<file path="src/rtl/bbc_pkg.sv">
// ----------------------------------------------------------------------------
// Block buffer cache package
// Transaction payload types, sequencer codes and register map constants that
// the controller, its tag store and its LRU chain share.
// ----------------------------------------------------------------------------
`timescale 1ns / 1ps
`default_nettype none

package bbc_pkg;

   localparam int DEV_FIELD_BITS = 8;
   localparam int BLK_FIELD_BITS = 32;
   localparam int BUF_FIELD_BITS = 6;
   localparam int PIN_BITS       = 8;

   localparam int          CSR_ADDR_BITS       = 3;
   localparam int          CSR_DATA_BITS       = 32;
   localparam logic [0:0]  CSR_NO_DEVICE_INDEX = 1'b0;

   typedef enum logic {
      REQ_GET = 1'b0,
      REQ_PUT = 1'b1
   } req_kind_type;

   typedef struct packed {
      logic                      req_type;
      logic [DEV_FIELD_BITS-1:0] device;
      logic [BLK_FIELD_BITS-1:0] block_number;
      logic [BUF_FIELD_BITS-1:0] buffer_index;
      logic                      mark_dirty;
      logic                      write_immediately;
   } req_item_type;

   typedef struct packed {
      logic [BUF_FIELD_BITS-1:0] result_buffer;
      logic                      hit;
      logic                      no_free_buffer;
      logic                      read_request;
      logic                      flush_request;
      logic [DEV_FIELD_BITS-1:0] flush_device;
      logic                      write_request;
   } rsp_item_type;

   typedef enum logic {
      LRU_REMOVE = 1'b0,
      LRU_APPEND = 1'b1
   } lru_op_type;

   typedef struct packed {
      logic       start;
      lru_op_type op;
      logic       clear;
   } lru_cmd_type;

   typedef struct packed {
      logic idle;
      logic empty;
   } lru_status_type;

   typedef struct packed {
      logic dev_eq;
      logic tag_eq;
   } tag_cmp_type;

endpackage

`default_nettype wire

</file>
<file path="src/rtl/bbc_tag_unit.sv">
// ----------------------------------------------------------------------------
// Block buffer cache tag store
// Per-buffer tag, pin count and dirty mark in one memory with a registered
// read port, and the tag comparator shared by the lookup and flush sweeps.
// ----------------------------------------------------------------------------
`timescale 1ns / 1ps
`default_nettype none

module bbc_tag_unit #(
   parameter int NUM_BUFFERS = 64,
   parameter int DEVICE_BITS = 8,
   parameter int BLOCK_BITS  = 32
) (
   input  wire                               clock,
   input  wire                               wr_en,
   input  wire [$clog2(NUM_BUFFERS)-1:0]     wr_addr,
   input  wire [DEVICE_BITS-1:0]             wr_dev,
   input  wire [BLOCK_BITS-1:0]              wr_blk,
   input  wire [bbc_pkg::PIN_BITS-1:0]       wr_pin,
   input  wire                               wr_dirty,
   input  wire [$clog2(NUM_BUFFERS)-1:0]     rd_addr,
   input  wire [DEVICE_BITS-1:0]             key_dev,
   input  wire [BLOCK_BITS-1:0]              key_blk,
   output logic [DEVICE_BITS-1:0]            rd_dev,
   output logic [BLOCK_BITS-1:0]             rd_blk,
   output logic [bbc_pkg::PIN_BITS-1:0]      rd_pin,
   output logic                              rd_dirty,
   output bbc_pkg::tag_cmp_type              cmp
);
   import bbc_pkg::*;

   localparam int WORD_BITS = DEVICE_BITS + BLOCK_BITS + PIN_BITS + 1;

   logic [WORD_BITS-1:0] mem [NUM_BUFFERS];
   logic [WORD_BITS-1:0] rd_word_ff;

   always_ff @(posedge clock) begin
      if (wr_en) begin
         mem[wr_addr] <= {wr_dev, wr_blk, wr_pin, wr_dirty};
      end
      rd_word_ff <= mem[rd_addr];
   end

   assign {rd_dev, rd_blk, rd_pin, rd_dirty} = rd_word_ff;

   assign cmp.dev_eq = (rd_dev == key_dev);
   assign cmp.tag_eq = cmp.dev_eq && (rd_blk == key_blk);

endmodule

`default_nettype wire

</file>
<file path="config.mk">
export PLATFORM = sky130hd
export DESIGN_NAME = bbc_tag_unit
export DESIGN_NICKNAME = d
export VERILOG_FILES = /design/src/rtl/bbc_pkg.sv /design/src/rtl/bbc_tag_unit.sv
export SDC_FILE = /design/constraint.sdc
export NUM_CORES = 2
export LEC_CHECK = 0
export BUFFER_PORTS_ARGS = -buffer_cell sky130_fd_sc_hd__buf_2
export CORE_MARGIN = 3
export CORE_UTILIZATION = 62
export DETAILED_ROUTE_END_ITERATION = 8
export PLACE_DENSITY_LB_ADDON = 0.08
export SLEW_MARGIN = 20
export SYNTH_ARGS = -nofsm -noshare
export SYNTH_HDL_FRONTEND = slang
export SYNTH_SLANG_ARGS = --single-unit
export TNS_END_PERCENT = 50
</file>
<file path="constraint.sdc">
create_clock -name clock -period 6.1 [get_ports clock]
set_input_delay 1.22 -clock clock [delete_from_list [all_inputs] [get_ports clock]]
set_output_delay 1.22 -clock clock [all_outputs]
set_load 0.01 [all_outputs]
</file>
==> metrics.log <==
INFO  metric run_status = completed
INFO  metric crit-reg2reg-capture = rd_word_ff[20]
INFO  metric grt_pass1_vias = 58216
INFO  metric cts_resized = 0
INFO  metric drt_pre_antenna_iters = 5
INFO  metric root_buffer = sky130_fd_sc_hd__clkbuf_16
INFO  metric route.final.wire_length = 304.4 mm
INFO  metric tritoncts = yes
INFO  metric report.final.slew_viol_count = 0
INFO  metric post_drt_wl_per_cell = 36.91 um
INFO  metric postSynthNetCount = 5222
INFO  metric dp_worst_setup_slack = 1.595 ns
INFO  metric regToRegStartpoint = mem[61][20]
INFO  metric p_total = 45.53 mW
INFO  metric worst-path-max-fanout = 1
INFO  metric synth_compound_gate_area_share = 0.02891
INFO  metric setup_repair_after_global_routing_missed_its_margin = false
INFO  metric clkTransAtPathRegs = 0.06 ns
INFO  metric timing.critical_path.to_type = output pin
INFO  metric placed_cells = 7677
INFO  metric syn_area_per_cell = roughly 23 um^2
INFO  metric grt_first_pass_wirelength = between 400 and 500 mm
INFO  metric worst_pin_slew = 1.182 ns
INFO  metric fmax = 222.2 MHz
INFO  metric fp-row-count = 160
INFO  metric worst_ep_arrival_time = approximately 3.3 ns
INFO  metric yosys.cell_types.count = 38
INFO  metric h-tree-depth = 5
INFO  metric leakagePower = 42.21 nW
INFO  metric reg2regPathDepth = 5
INFO  metric detailed_place_hpwl = approximately 160 mm
INFO  metric synth_enable_flop_cells = 3136
INFO  metric synthesized_area_fraction_occupied_by_adder_cells = 0
INFO  metric synth.area.mux_share = 0.1528
INFO  metric synth-seq-area-share = 0.7925
INFO  metric global_route.usage.total = 0.3122
INFO  metric yosys.area_share.xor_xnor = 0.002918
INFO  metric timing.slew.headroom = 0.2121
INFO  metric num_vias = 57422
INFO  metric areaGrowthSynthToFinish = 12.62%
INFO  metric maxCapViolations = 0
INFO  metric synth_simple_gate_area_share = 0.009786
INFO  metric hold_buffers = 0
INFO  metric start_util = 0.6273
INFO  metric timing.setup.tns = 0 ns
INFO  metric r2r_setup_slack = 3.90 ns
INFO  metric setup.worst_path.end = cmp[0]
INFO  metric yosys_most_used_dff = sky130_fd_sc_hd__edfxtp_1
INFO  metric global_route.overflow_total = 0
INFO  metric postSynth.asyncResetShare = 0
INFO  metric initial_antenna_violation_count = 7
INFO  metric route.antenna.remaining_nets = 0
INFO  metric clock_path_buffers = 4
INFO  metric finClkSkew = ~0.039 ns
INFO  metric initialDrtViolationCount = between 8000 and 9000
INFO  metric power_density = ~340 nW/um^2
INFO  metric fp.dieH = 446.0 um
INFO  metric final_critical_path_setup_slack = 1.600 ns
INFO  metric boundaryPins = ~150
INFO  metric irDropWorstVdd = about 0.00035 V
INFO  metric finish.net_count = 5604
INFO  metric drt-vias-per-instance = between 6 and 7
INFO  metric layout_worst_path_cycle_share = 0.7376
INFO  metric largest_family_of_logic_cells_by_synthesized_area = multiplexers
INFO  metric grt_max_degree = 96
INFO  metric postCtsSetupBuffers = 0
INFO  metric die_x = roughly 450 um
INFO  metric synth-seq-cells = 3185
INFO  metric place_area = 125000 um^2
INFO  metric drc = 0
INFO  metric drive_gt1_frac = 0.2893
INFO  metric core_area = between 150000 and 200000 um^2
INFO  metric worstPathRequired = 4.88 ns
INFO  metric setup.worst_path.class = in -> out
INFO  metric routability_driven_placement_congestion_ratio = about 0.77
INFO  metric post-route-min-period = around 4.5 ns
INFO  metric final-setup-viol-count = 0
INFO  metric layout.cell_area.non_filler = 135200 um^2
INFO  metric instances_no_fill = 8247
INFO  metric mappedNetlistArea = 120100 um^2
INFO  metric report.final.hold_viol_count = 0
INFO  metric die-area = 199000 um^2
INFO  metric port_buffers = 153
INFO  metric postSynthCellCount = 5119
INFO  metric numClockSinks = ~3200
INFO  metric hold_path.class = in -> reg
INFO  metric clk-insertion-delay-late = roughly 0.94 ns
INFO  metric tritoncts.num_buffers = 326
INFO  metric synth.yosys.warnings = 0
INFO  metric critical_path_source = key_blk[17]
INFO  metric worst_setup_path_start_kind = primary input
## synthesized netlist by cell type (2+ instances only)
cell type                  instances  share of area
sky130_fd_sc_hd__edfxtp_1       3136           0.78
sky130_fd_sc_hd__mux4_2          771           0.14
sky130_fd_sc_hd__nor2_1          133         0.0042
sky130_fd_sc_hd__clkbuf_1        122         0.0038
sky130_fd_sc_hd__o22ai_1         113         0.0059
sky130_fd_sc_hd__a21oi_1          90         0.0038
sky130_fd_sc_hd__a221oi_1         87         0.0063
sky130_fd_sc_hd__buf_2            68         0.0028
sky130_fd_sc_hd__a22oi_1          62         0.0039
sky130_fd_sc_hd__buf_4            61         0.0038
sky130_fd_sc_hd__a22o_1           60         0.0044
sky130_fd_sc_hd__mux2i_1          58         0.0048
sky130_fd_sc_hd__dfxtp_1          49         0.0082
sky130_fd_sc_hd__nand2_1          47         0.0015
sky130_fd_sc_hd__o221ai_1         41         0.0030
sky130_fd_sc_hd__xnor2_1          40         0.0029
sky130_fd_sc_hd__mux2_2           36         0.0034
sky130_fd_sc_hd__buf_6            23         0.0022
sky130_fd_sc_hd__nand3_1          17        0.00071
sky130_fd_sc_hd__nand4_1          15        0.00078
sky130_fd_sc_hd__a211oi_1         13        0.00081
sky130_fd_sc_hd__nor2b_1          13        0.00068
sky130_fd_sc_hd__buf_1            12        0.00038
sky130_fd_sc_hd__nand2b_1         12        0.00063
sky130_fd_sc_hd__o21ai_0           7        0.00029
sky130_fd_sc_hd__o31ai_1           6        0.00038
sky130_fd_sc_hd__nand3b_1          5        0.00031
sky130_fd_sc_hd__nor3_1            4        0.00017
sky130_fd_sc_hd__or3b_2            4        0.00029
sky130_fd_sc_hd__and2_1            3        0.00016
sky130_fd_sc_hd__nor4_1            2        0.00010
sky130_fd_sc_hd__or2_2             2        0.00010
sky130_fd_sc_hd__or3_1             2        0.00010
## cells in the final DEF (no fill, tap or decap), drive strengths merged, types with 2 or more instances in the layout
cell	instances
edfxtp	3136
mux4	771
clkbuf	420
buf	340
nor2	133
o22ai	113
clkinv	104
a21oi	90
a221oi	87
a22oi	62
a22o	60
mux2i	58
dfxtp	49
nand2	47
o221ai	41
xnor2	40
mux2	36
bufinv	24
nand3	17
nand4	15
a211oi	13
nor2b	13
nand2b	12
o21ai	7
o31ai	6
diode	5
nand3b	5
inv	5
clkinvlp	5
or3b	4
nor3	4
and2	3
or2	2
or3	2
nor4	2
## critical path, stage by stage
cell and delay (ns):
sky130_fd_sc_hd__buf_2 0.10, sky130_fd_sc_hd__xnor2_1 0.75, sky130_fd_sc_hd__nand4_1 0.48, sky130_fd_sc_hd__nor4_1 0.39, sky130_fd_sc_hd__and3_1 0.20, sky130_fd_sc_hd__buf_2 0.13
## metrics by stage
stage                     hold WS (ns)  utilization
after CTS                       0.7961       0.7054
after global routing            0.6678       0.7064
after detailed placement        0.8522       0.6531
final                           0.6901       0.7065
after floorplan                 0.7705            -
after global placement          0.8451       0.6525
## how the worst min path moves through the flow
stage / end / slack (ns) / start / cells past startpoint
finish: mem[8][15] / 0.69 / wr_blk[6] / 1
global route: mem[10][15] / 0.67 / wr_blk[6] / 1
CTS: mem[12][26] / 0.80 / wr_blk[17] / 1
detailed placement: rd_word_ff[34] / 0.85 / mem[14][34] / 3
global placement: rd_word_ff[7] / 0.85 / mem[48][7] / 5
floorplan: rd_word_ff[26] / 0.77 / mem[26][26] / 4
## report_power, final
group	internal [mW]	total, mW	switching [mW]
Clock	11.1	18.9	7.87
Sequential	24.2	24.4	0.156
Combinational	0.828	2.22	1.39
Total	36.1	45.5	9.42
## kinds of logic after synthesis
| logic type | count (synthesis) |
|---|---|
| and+or+nand+nor | 261 |
| DFF | 3185 |
| buffers and inverters | 286 |
| muxes | 865 |
| AOI/OAI and AO/OA | 482 |
| xor gates and xnor gates | 40 |
## layer usage
metal / up-vias / GRT usage / share of wire / wire length (um)
li1: 22864 / - / - / -
met1: 30769 / 0.4493 / 0.37 / 113900
met2: 3244 / 0.4910 / 0.49 / 148200
met3: 539 / 0.05567 / 0.098 / 29830
met4: 6 / 0.1176 / 0.041 / 12450
met5: - / 0 / 0.00013 / 41
## layout make-up
type | count | area [um^2]
flip-flops and latches | 3185 | 95150
fillers | 11166 | 56180
multi-input cells | 1648 | 23900
clock buffers | 420 | 8716
well taps | 2511 | 3142
repair buffers | 340 | 2999
clock inverters | 138 | 1289
diodes | 5 | 12.51
## state kept, by name (all words and copies together) (netlist names)
signal      count
mem          3136
rd_word_ff     49
Power figures use the tool's default switching activity.
